[src/design/cosine_similarity_vectors_assert.svh]
// Assertion macros shared by the design files.
`ifndef COSINE_SIMILARITY_VECTORS_ASSERT_SVH
`define COSINE_SIMILARITY_VECTORS_ASSERT_SVH

// The consequent must hold in the same cycle as the antecedent.
`define CSV_ASSERT_IMP(lbl, clk, rst_n, ante, cons) \
  lbl: assert property (@(posedge clk) disable iff (!rst_n) (ante) |-> (cons)) \
    else $error("assertion failed");

// The consequent must hold in the cycle after the antecedent.
`define CSV_ASSERT_NXT(lbl, clk, rst_n, ante, cons) \
  lbl: assert property (@(posedge clk) disable iff (!rst_n) (ante) |=> (cons)) \
    else $error("assertion failed");

`endif

[src/design/csv_queue.sv]
module csv_queue #(
  parameter int WIDTH = 8,
  parameter int DEPTH = 4
) (
  input  logic             clk_i,
  input  logic             rst_ni,
  input  logic             wr_i,
  input  logic [WIDTH-1:0] wr_data_i,
  input  logic             rd_i,
  output logic [WIDTH-1:0] rd_data_o,
  output logic             full_o,
  output logic             empty_o
);

  localparam int PTR_W = (DEPTH > 1) ? $clog2(DEPTH) : 1;
  localparam int CNT_W = $clog2(DEPTH + 1);

  logic [WIDTH-1:0] mem_q [DEPTH];
  logic [PTR_W-1:0] wr_ptr_q, rd_ptr_q;
  logic [CNT_W-1:0] cnt_q;

  assign full_o    = (cnt_q == CNT_W'(DEPTH));
  assign empty_o   = (cnt_q == '0);
  assign rd_data_o = mem_q[rd_ptr_q];

  // Entry storage.
  always_ff @(posedge clk_i) begin
    if (wr_i) begin
      mem_q[wr_ptr_q] <= wr_data_i;
    end
  end

  // Pointers and fill count.
  always_ff @(posedge clk_i or negedge rst_ni) begin
    if (!rst_ni) begin
      wr_ptr_q <= '0;
      rd_ptr_q <= '0;
      cnt_q    <= '0;
    end else begin
      if (wr_i) begin
        wr_ptr_q <= (wr_ptr_q == PTR_W'(DEPTH - 1)) ? '0 : wr_ptr_q + 1'b1;
      end
      if (rd_i) begin
        rd_ptr_q <= (rd_ptr_q == PTR_W'(DEPTH - 1)) ? '0 : rd_ptr_q + 1'b1;
      end
      if (wr_i && !rd_i) begin
        cnt_q <= cnt_q + 1'b1;
      end else if (rd_i && !wr_i) begin
        cnt_q <= cnt_q - 1'b1;
      end
    end
  end

`include "cosine_similarity_vectors_assert.svh"
  `CSV_ASSERT_IMP(a_no_underflow, clk_i, rst_ni, rd_i, !empty_o)
  `CSV_ASSERT_IMP(a_cnt_bound, clk_i, rst_ni, 1'b1, cnt_q <= CNT_W'(DEPTH))

endmodule

[config.mk]
export PLATFORM = sky130hd
export DESIGN_NAME = csv_queue
export DESIGN_NICKNAME = d
export VERILOG_FILES = /design/src/design/csv_queue.sv
export VERILOG_INCLUDE_DIRS = /design/src /design/src/design
export SDC_FILE = /design/constraint.sdc
export NUM_CORES = 1
export LEC_CHECK = 0
export BUFFER_PORTS_ARGS = -buffer_cell sky130_fd_sc_hd__buf_2
export CELL_PAD_IN_SITES_DETAIL_PLACEMENT = 0
export CELL_PAD_IN_SITES_GLOBAL_PLACEMENT = 1
export CORE_MARGIN = 5
export CORE_UTILIZATION = 43
export DETAILED_ROUTE_END_ITERATION = 7
export GPL_TIMING_DRIVEN = 1
export PLACE_DENSITY_LB_ADDON = 0.2
export RECOVER_POWER = 100
export REMOVE_ABC_BUFFERS = 1
export SLEW_MARGIN = 30
export SYNTH_ARGS = -nofsm -noshare
export SYNTH_HDL_FRONTEND = slang
export SYNTH_SLANG_ARGS = --single-unit
[constraint.sdc]
create_clock -name clk_i -period 3.7 [get_ports clk_i]
set_input_delay 0.74 -clock clk_i [delete_from_list [all_inputs] [get_ports clk_i]]
set_output_delay 0.74 -clock clk_i [all_outputs]
set_load 0.005 [all_outputs]
==> run_results.csv <==
group,metric,value,unit
synth,ys_ff_latch,39,
sta,clock_skew,0.002785,ns
cts,ctsResizeCount,0,
pwr,p_int,960.3,uW
critical_path,timing.rr.start,"wr_ptr_q[0]",
synth,seq_area_frac_synth,0.7235,
cts,cts_tree,"yes",
detailed_routing,drc,0,
final_layout,finalInstanceArea,1809,um^2
final_layout,layout.nets,124,
critical_path,cpMaxStageDelayCell,"dfrtp_1",
critical_path,worstPathRequired,2.96,ns
global_route,grt_pass1_vias,814,
synth,synth-edff-count,32,
detailed_routing,wl_met3,90,um
cts,clock_latency,0.28,ns
synth,syn-mean-instance-area,19.88,um^2
cts,postCtsSetupBuffers,0,
detailed_routing,wirelength_met1,949,um
final_layout,drive_above_1_share,0.2358,
cts,postCtsHoldBufs,0,
critical_path,crit_start,"rd_ptr_q[0]",
min_path,hp-class,"input pin to asynchronous set/reset pin",
placed_design,port_buffers,21,
detailed_routing,antenna_left,0,
synth,yosysUniqueCellTypes,18,
sta,finalCritPeriodShare,0.6698,
detailed_routing,dr_wl_met2,1.218,mm
pwr,powerDensity,729.1,nW/um^2
final_layout,num_antenna_cells,0,
critical_path,rrSetupSlack,2.15,ns
critical_path,max_stage_delay,0.73,ns
floorplan,ios,22,
flow_run,maxCapViolCount,0,
detailed_routing,routed_via_density,4.792,
final_layout,final_common_cell,"edfxtp_1",
global_route,grt_use_total,0.1094,
pwr,leakage,0.6437,nW
pwr,power_switching,358.8,uW
detailed_routing,dr.pass1.iters,4,
cts,cts-root-buf,"clkbuf_8",
detailed_routing,via_count,738,
sta,relSlewSlack,0.5709,
outcome,status,"finished clean",
detailed_routing,wl,2.308,mm
placed_design,gp_congestion,0.6730,
critical_path,critPathCapture,"rd_data_o[1]",
critical_path,path_class,"flop to output port",
critical_path,reg2reg_to,"mem_q[0][6]",
pwr,comb_power_share,0.239,
cts,cts_buffer_depth,2,
cts,cts_buffers,5,
sta,setup_viol,0,
sta,tns,0,ns
critical_path,path_cells,"mux4_2 > buf_2",
critical_path,cp.arrival,1.74,ns
synth,synth_area_leaders,"edfxtp_1 (61%), mux4_2 (11%), dfrtp_1 (11%)",
global_route,antenna_found_initial,0,
sta,max_freq,0.4035,GHz
detailed_routing,highest_layer,"met4",
synth,yosys_most_used_dff,"edfxtp_1",
cts,clk_pin_slew,0.07,ns
pwr,vdd_drop_max,0.2817,mV
placed_design,place_inst,146,
sta,rsz0062_at_grt,"false",
synth,synth_top_area_frac,0.6120,
sta,layout_min_cycle_time,2.478,ns
floorplan,die_w,70.43,um
critical_path,end_kind,"output port",
synth,ys_warn_count,0,
final_layout,area_growth,15.22,%
final_layout,fin_cells,154,
pwr,sw_frac_of_total,0.2720,
final_layout,final_cell_mix,"edfxtp_1 (32), clkbuf_1 (14), mux4_2 (8), dfrtp_1 (7), buf_2 (7)",
cts,clock_tree.htree_level_count,2,
floorplan,num_rows,22,
placed_design,place_area,1719,um^2
critical_path,reg2reg_depth,3,
floorplan,start_util,0.4355,
synth,netlist_area,1570,um^2
detailed_routing,wl_per_cell,14.99,um
floorplan,die_h,70.43,um
synth,async_flop_share,0.1795,
cts,cts.sinks,39,
floorplan,fp.dieArea,4960,um^2
pwr,clkPwrFrac,0.253,
global_route,grt_first_pass_wirelength,3.946,mm
sta,max_slew.worst_pin.slew,0.6433,ns
placed_design,hpwlAfterDp,1.595,mm
floorplan,core-area,3606,um^2
global_route,grt.overflow.total,0,
sta,drv_slew,0,
global_route,grt_start_max_net_pins,13,
detailed_routing,initialDrtViolationCount,46,
synth,syn_inst,79,
synth,yosys.area.top_type,"edfxtp_1",
critical_path,critPathMaxFanout,11,
sta,hold_viol_final,0,
pwr,power_frac_seq,0.508,
critical_path,cp-start-kind,"flop",
-- power by group through the flow --
stage	Combinational, mW	Sequential, mW	Clock, mW
after floorplan	0.225	0.653	0
after global placement	0.325	0.678	0
after detailed placement	0.332	0.683	0
after CTS	0.333	0.674	0.346
after global routing	0.359	0.690	0.367
final	0.315	0.670	0.334
-- critical path, delay by kind of cell, from the launching register on --
kind | cells | cell delay, ns
mux | 1 | 0.58
buf+inv | 1 | 0.14
flops | 1 | 0.73
-- area by class of cell --
class	instances	area, um^2
multi-input combinational	33	399.1
clock inverter	3	38.79
inverter	5	18.77
clock buffer	5	68.82
timing repair buffer	21	87.58
tap	48	60.06
fill	334	1797
sequential	39	1136
-- per-stage QoR --
step	utilization	power (mW)	setup slack, ns	hold WS (ns)
after floorplan	-	0.8777	1.780	0.4444
after global placement	0.4768	1.003	1.496	0.4703
after detailed placement	0.4768	1.016	1.481	0.4864
after CTS	0.5066	1.353	1.162	0.2749
after global routing	0.5017	1.415	1.067	0.3724
final	0.5017	1.319	1.222	0.3559
-- per-layer routing --
layer / vias to the layer above / track usage
li1: 349 / -
met1: 370 / 0.1259
met2: 14 / 0.1746
met3: 5 / 0.03885
met4: 0 / 0.06383
met5: - / 0
-- cell usage after synthesis, types with 2 or more instances --
cell	instances
dfrtp_1	7
o21ai_0	2
inv_1	5
mux4_2	8
nor2_1	2
and2_1	4
edfxtp_1	32
ha_1	6
mux2_2	3
xor2_1	2
-- kinds of logic after synthesis --
kind of cell,synth area share
AO/OA/AOI/OAI,0.006375
XOR/XNOR,0.01674
adder cells (fa/ha/maj),0.06056
buffers and inverters,0.02231
flip-flops,0.7235
multiplexers,0.1363
AND/OR/NAND/NOR,0.03426
-- worst min-delay path by stage --
stage	cells past startpoint	startpoint	endpoint	slack (ns)
CTS	1	rst_ni	cnt_q[1]	0.27
floorplan	0	rst_ni	cnt_q[0]	0.44
global placement	1	cnt_q[2]	cnt_q[2]	0.47
global route	1	rst_ni	rd_ptr_q[0]	0.37
detailed placement	1	cnt_q[2]	cnt_q[2]	0.49
finish	1	rst_ni	cnt_q[0]	0.36
-- flip-flops by register name, indices dropped and copies added (netlist names) --
register / count
mem_q: 32
cnt_q: 3
rd_ptr_q: 2
wr_ptr_q: 2
Power figures use the tool's default switching activity.
