===== src/design/cosine_similarity_vectors_assert.svh =====
// Assertion macros shared by the design files.
`ifndef COSINE_SIMILARITY_VECTORS_ASSERT_SVH
`define COSINE_SIMILARITY_VECTORS_ASSERT_SVH

// The consequent must hold in the same cycle as the antecedent.
`define CSV_ASSERT_IMP(lbl, clk, rst_n, ante, cons) \
  lbl: assert property (@(posedge clk) disable iff (!rst_n) (ante) |-> (cons)) \
    else $error("assertion failed");

// The consequent must hold in the cycle after the antecedent.
`define CSV_ASSERT_NXT(lbl, clk, rst_n, ante, cons) \
  lbl: assert property (@(posedge clk) disable iff (!rst_n) (ante) |=> (cons)) \
    else $error("assertion failed");

`endif


===== src/design/csv_pkg.sv =====
package csv_pkg;

  // Width of the element ports.
  localparam int IN_W = 16;
  // Elements are zero padded to this width before the low bits are taken.
  localparam int PAD_W = 32;
  // Width of the similarity result.
  localparam int SIM_W = 16;
  // Operands of the closing multiplications are split into two limbs.
  localparam int LIMB_W = 32;
  localparam int OP_W = 2 * LIMB_W;
  localparam int MACC_W = 2 * OP_W;
  // Entries of the queue between front and back.
  localparam int QUEUE_DEPTH = 4;
  // The rounded ratio is searched one bit a step, top bit first.
  localparam int K_W = 16;

  typedef enum logic [2:0] {
    ST_ACC,
    ST_CHK,
    ST_MUL,
    ST_SRCH_A,
    ST_SRCH_B,
    ST_OUT
  } csv_state_e;

endpackage


===== src/design/csv_front.sv =====
module csv_front #(
  parameter int MAX_LEN = 1024,
  parameter int ELEM_WIDTH = 16
) (
  input  logic                     clk_i,
  input  logic                     rst_ni,
  input  logic                     start_i,
  input  logic                     full_i,
  input  logic [csv_pkg::IN_W-1:0] elem_a_i,
  input  logic [csv_pkg::IN_W-1:0] elem_b_i,
  input  logic                     last_i,
  output logic                     busy_o,
  output logic                     push_o,
  output logic [3+3*2*ELEM_WIDTH-1:0] push_data_o
);

  localparam int PRD_W = 2 * ELEM_WIDTH;
  localparam int CNT_W = $clog2(MAX_LEN + 1);

  logic [csv_pkg::PAD_W-1:0] a_pad, b_pad;
  logic signed [ELEM_WIDTH-1:0] a_s, b_s;
  logic signed [PRD_W-1:0] dot_p, sqa_p, sqb_p;
  logic [CNT_W-1:0] cnt_q, cnt_d;
  logic ovf_q, ovf_d;
  logic full_len;
  logic take;

  // Only the low ELEM_WIDTH bits of each element carry the value.
  assign a_pad = csv_pkg::PAD_W'(elem_a_i);
  assign b_pad = csv_pkg::PAD_W'(elem_b_i);
  assign a_s   = $signed(a_pad[ELEM_WIDTH-1:0]);
  assign b_s   = $signed(b_pad[ELEM_WIDTH-1:0]);

  // Products of the pair, written into the queue.
  assign dot_p = a_s * b_s;
  assign sqa_p = a_s * a_s;
  assign sqb_p = b_s * b_s;

  assign busy_o   = full_i;
  assign take     = start_i && !full_i;
  assign push_o   = take;
  assign full_len = (cnt_q >= CNT_W'(MAX_LEN));

  // Beat: last, overflow seen, accumulate, then the three products.
  assign push_data_o = {last_i, ovf_q | full_len, !full_len,
                        dot_p, sqa_p, sqb_p};

  // Pair count and overflow tracking, cleared when the vectors close.
  always_comb begin
    cnt_d = cnt_q;
    ovf_d = ovf_q;
    if (take) begin
      if (last_i) begin
        cnt_d = '0;
        ovf_d = 1'b0;
      end else if (full_len) begin
        ovf_d = 1'b1;
      end else begin
        cnt_d = cnt_q + 1'b1;
      end
    end
  end

  always_ff @(posedge clk_i or negedge rst_ni) begin
    if (!rst_ni) begin
      cnt_q <= '0;
      ovf_q <= 1'b0;
    end else begin
      cnt_q <= cnt_d;
      ovf_q <= ovf_d;
    end
  end

`include "cosine_similarity_vectors_assert.svh"
  `CSV_ASSERT_IMP(a_cnt_max, clk_i, rst_ni, 1'b1, cnt_q <= CNT_W'(MAX_LEN))
  `CSV_ASSERT_IMP(a_push_room, clk_i, rst_ni, push_o, !full_i)

endmodule


===== config.mk =====
export PLATFORM = sky130hd
export DESIGN_NAME = csv_front
export DESIGN_NICKNAME = d
export VERILOG_FILES = /design/src/design/csv_pkg.sv /design/src/design/csv_front.sv
export VERILOG_INCLUDE_DIRS = /design/src /design/src/design
export SDC_FILE = /design/constraint.sdc
export NUM_CORES = 2
export LEC_CHECK = 0
export ABC_AREA = 0
export BUFFER_PORTS_ARGS = -buffer_cell sky130_fd_sc_hd__buf_2
export CORE_MARGIN = 8
export CORE_UTILIZATION = 66
export DETAILED_ROUTE_END_ITERATION = 10
export PLACE_DENSITY_LB_ADDON = 0.08
export SYNTH_ARGS = -nofsm -noshare
export SYNTH_HDL_FRONTEND = slang
export SYNTH_SLANG_ARGS = --single-unit
export TNS_END_PERCENT = 1

===== constraint.sdc =====
create_clock -name clk_i -period 7.32 [get_ports clk_i]
set_input_delay 0.366 -clock clk_i [delete_from_list [all_inputs] [get_ports clk_i]]
set_output_delay 0.366 -clock clk_i [all_outputs]
set_load 0.03 [all_outputs]

==> out/results.txt <==
Walking the worst path, the cells encountered are buf_2 > clkinvlp_4 > nor2_1 > ha_1 > xor2_1 > fa_1 > fa_1 > inv_1 > fa_1 > fa_1 > inv_1 > fa_1 > inv_1 > ha_1 > nand2_1 > nor3_1 > o221ai_1 > a31oi_2 > a31oi_2 > o21ai_0 > buf_4 > xor2_1 > buf_2. The share of the synthesized netlist area taken by xor and xnor gates works out to 3.75%. The final count of hold timing violations is 0. The post-synthesis instance total is 3,183, and the number of antenna violations at the first check in global routing is 2.

The tools report the total congestion overflow as 0. After Yosys synthesis, and, or, nand and nor cells account for 12.4% of the synthesized area. After synthesis the netlist holds a flip-flop and latch count of 12. The overall routing resource usage was 26.6%; the final antenna-violating net count was 0. Data on the critical path arrives at its endpoint at 6890 ps. In this run the horizontal extent of the chip is 224 microns.

The run gives 2 as the largest buffer count on any clock path. The library cell used most frequently in the layout, excluding fill and tap cells, is inv_1. The congestion estimate from routability-driven global placement came to 0.919. Across the run, the number of max-cap violations was 0. The number of cells on the worst reg-to-reg path is 5. The area share of the largest cell type after synthesis works out to 51.3%. Slew of the pin with the lowest slew margin: 668 ps. The first global-routing pass estimated 109,000 microns of wire. Layout overhead on the synthesized area: 6.02%.

The worst register-to-register path begins at cnt_q[0]$_DFFE_PN0P_. The dominant combinational cell family by area after synthesis was adder cells. The H-tree depth came out at 1. The die covers 50,000 sq um. The clock-pin slew reported for the worst setup and hold paths after clock tree synthesis is 50 ps, and the initial cell density of the core is 66.5%.

The logs give 55.0% for the relative slew slack and 250 ps for the clock latency of the later-clocked register in the worst-skew pair. For the worst clock skew, the log shows 4.25 ps. The worst hold path depth was 2. The number of buffers inserted by port buffering was 135. The path with the worst hold slack has its endpoint at cnt_q[9]$_DFFE_PN0P_. STA classifies the critical path endpoint as an output pin.

Setup repair after global routing could not meet its margin everywhere. The path class of the tightest hold or removal check is input pin to register. The number of buffer and inverter stages on the critical path works out to 7.

Of the post-synthesis cell area, the part taken by muxes is 0.176%. The critical-path cell with the highest stage delay is fa_1. The worst path uses 99.1% of the clock period. Before antenna repair, the detailed router went through 5 iterations. For the worst setup path, the data required time is 6950 ps. Of the synthesized area, sequential elements account for 1.06%. The largest stage delay on the critical path works out to 540 ps. The flop-to-flop setup slack is 5790 ps. The tools report the DRC violation count after routing as 0.

Dividing the detail-routed via count by the number of cells gives 5.48. The max-slew violation count was 0; the standard-cell row count was 76. Startpoint class of the critical path: an input pin.

For this run, the post-layout net count is 4,314. Along the worst path, the maximum fanout reaches 9. The worst setup path is of the input pin to output pin kind.

The run gives 23,300 as the number of global-route vias before repair. TritonCTS built the clock tree. The number of distinct library cells after synthesis is 66. In the layout the commonest cells are inv_1 (926), fa_1 (728), nand2_1 (305).

For the via count of the routed design, the log shows 21,000. In this run the count of I/O pins placed on the die edge is 138. The time the worst path needs with I/O delays and setup came out at 7260 ps. Static timing analysis puts the maximum clock frequency at 138 MHz.

The run finished with clean final reports. The final layout contains routed wiring with a total length of 63,100 microns. The average size of a mapped cell is 8.94 sq um. For the area of the core, the log shows 42,800 sq um. Summing the areas of all compound-gate instances in the mapped netlist gives 5.76% of the synthesized area.

Setup violations remaining at the end of the flow were counted as 0. The most common flop cell mapped by yosys was dfrtp_1. After detailed routing, the average wire length per cell comes to 16.5 microns. The share of synthesized cell area in full adder, half adder and majority cells was 62.9%. The run gives 3,446 as the count of filler cells inserted in the layout. The post-placement cell count was 3,822. Clock tree synthesis selected as its root buffer the cell clkbuf_16. The mapped netlist covers 28,500 sq um.

The startpoint identified for the worst hold timing path is last_i. Number of standard cells in the layout, taps in and fillers out: 3,829. The capture instance of the worst register-to-register path is cnt_q[7]$_DFFE_PN0P_. In this run, synthesis inferred 0 flip-flops with an integrated enable. On the critical path the largest part of the delay comes from adder cells. In this run the worst setup path begins at elem_a_i[12]. The number of clock buffers inserted by TritonCTS was 3; the total number of yosys warnings was 0.

Counting every sink on the clock net gives 12. For the detailed-placement wirelength estimate, the log shows 54,600 microns. The die boundary height works out to 224 microns.

In this run, the number of DRC markers left after iteration 0 of detailed routing was 1,146. The proportion of layout cells with a drive suffix above 1 was 7.71%. Entering global routing, the biggest net connects 32 pins.

Of all flip-flops after synthesis, the portion carrying an async set or reset was 100%. By area the synthesized netlist is led by fa_1 (51%), inv_1 (12%), ha_1 (12%). In this design, the critical path's most frequently occurring cell is fa_1. The cell taking the most area after synthesis was fa_1.
-- synth_stat cells (all sizes together), types with 8 or more instances --
library cell	n
inv	927
fa	729
nand2	305
ha	265
and2	167
nor2	160
clkbuf	108
xnor2	96
a21oi	59
o21ai	54
nor3	27
xor2	26
a21o	22
nand2b	18
nand3	15
a31oi	14
a211oi	12
dfrtp	12
a31o	11
and3	11
nor2b	11
o21a	11
buf	10
o211ai	9
o21bai	8
-- metal layers --
| layer | track usage (%) | up-vias | share of wire, % |
|---|---|---|---|
| li1 | - | 9493 | - |
| met1 | 33.4 | 10800 | 38 |
| met2 | 48.0 | 598 | 52 |
| met3 | 4.17 | 120 | 6.7 |
| met4 | 6.63 | 2 | 2.7 |
| met5 | 0 | - | 0.013 |
-- logic make-up (layout without fill, tap and decap cells) --
family          Yosys count  count (layout)
flops                    12              12
xor+xnor                122             122
simple gates            753             753
buf+inv                1051            1149
fa+ha+maj               994             994
mux                       5               5
compound gates          245             245
other cells               1               3
-- area by class of cell --
| cell class | count | area (sq um) | share of cell area, % |
|---|---|---|---|
| Sequential cell | 12 | 300 | 0.995 |
| Multi-Input combinational cell | 2121 | 24300 | 80.4 |
| Antenna cell | 1 | 2.50 | 0.00829 |
| Tap cell | 546 | 683 | 2.26 |
| Clock buffer | 4 | 88.8 | 0.294 |
| Timing Repair Buffer | 212 | 1330 | 4.40 |
| Inverter | 933 | 3510 | 11.6 |
-- worst max path at each step --
stage                 endpoint  slack, ps  cells after the start
2_1_floorplan  push_data_o[62]        200                     20
3_3_place_gp   push_data_o[90]        140                     22
3_5_place_dp   push_data_o[55]         20                     24
4_1_cts        push_data_o[55]         10                     24
5_1_grt        push_data_o[31]       -130                     25
6_report       push_data_o[55]         60                     23
-- metrics by stage --
stage | utilization (%) | TNS (ps) | cell area (sq um) | worst slack, ps | hold slack (ps)
after floorplan | - | 0 | 28500 | 205 | 70.4
after global placement | 70.0 | 0 | 30000 | 144 | 252
after detailed placement | 70.0 | 0 | 30000 | 22.9 | 259
after CTS | 70.2 | 0 | 30100 | 12.5 | 387
after global routing | 70.5 | -219 | 30200 | -127 | 422
final | 70.5 | 0 | 30200 | 63.4 | 388
-- repair_timing --
action,CTS,global route
hold endpoints to repair,5,0
buffers inserted,0,1
resized for setup,0,29
hold buffers,1,0
endpoints found under the setup margin,0,20
-- state kept, by name, summed over array words and instances, names as in the netlist --
signal / flops
cnt_q: 11
ovf_q: 1
Power is left out: the tool's default activity adds up to more than one toggle a clock period on the data nets, which glitch-free logic cannot reach.
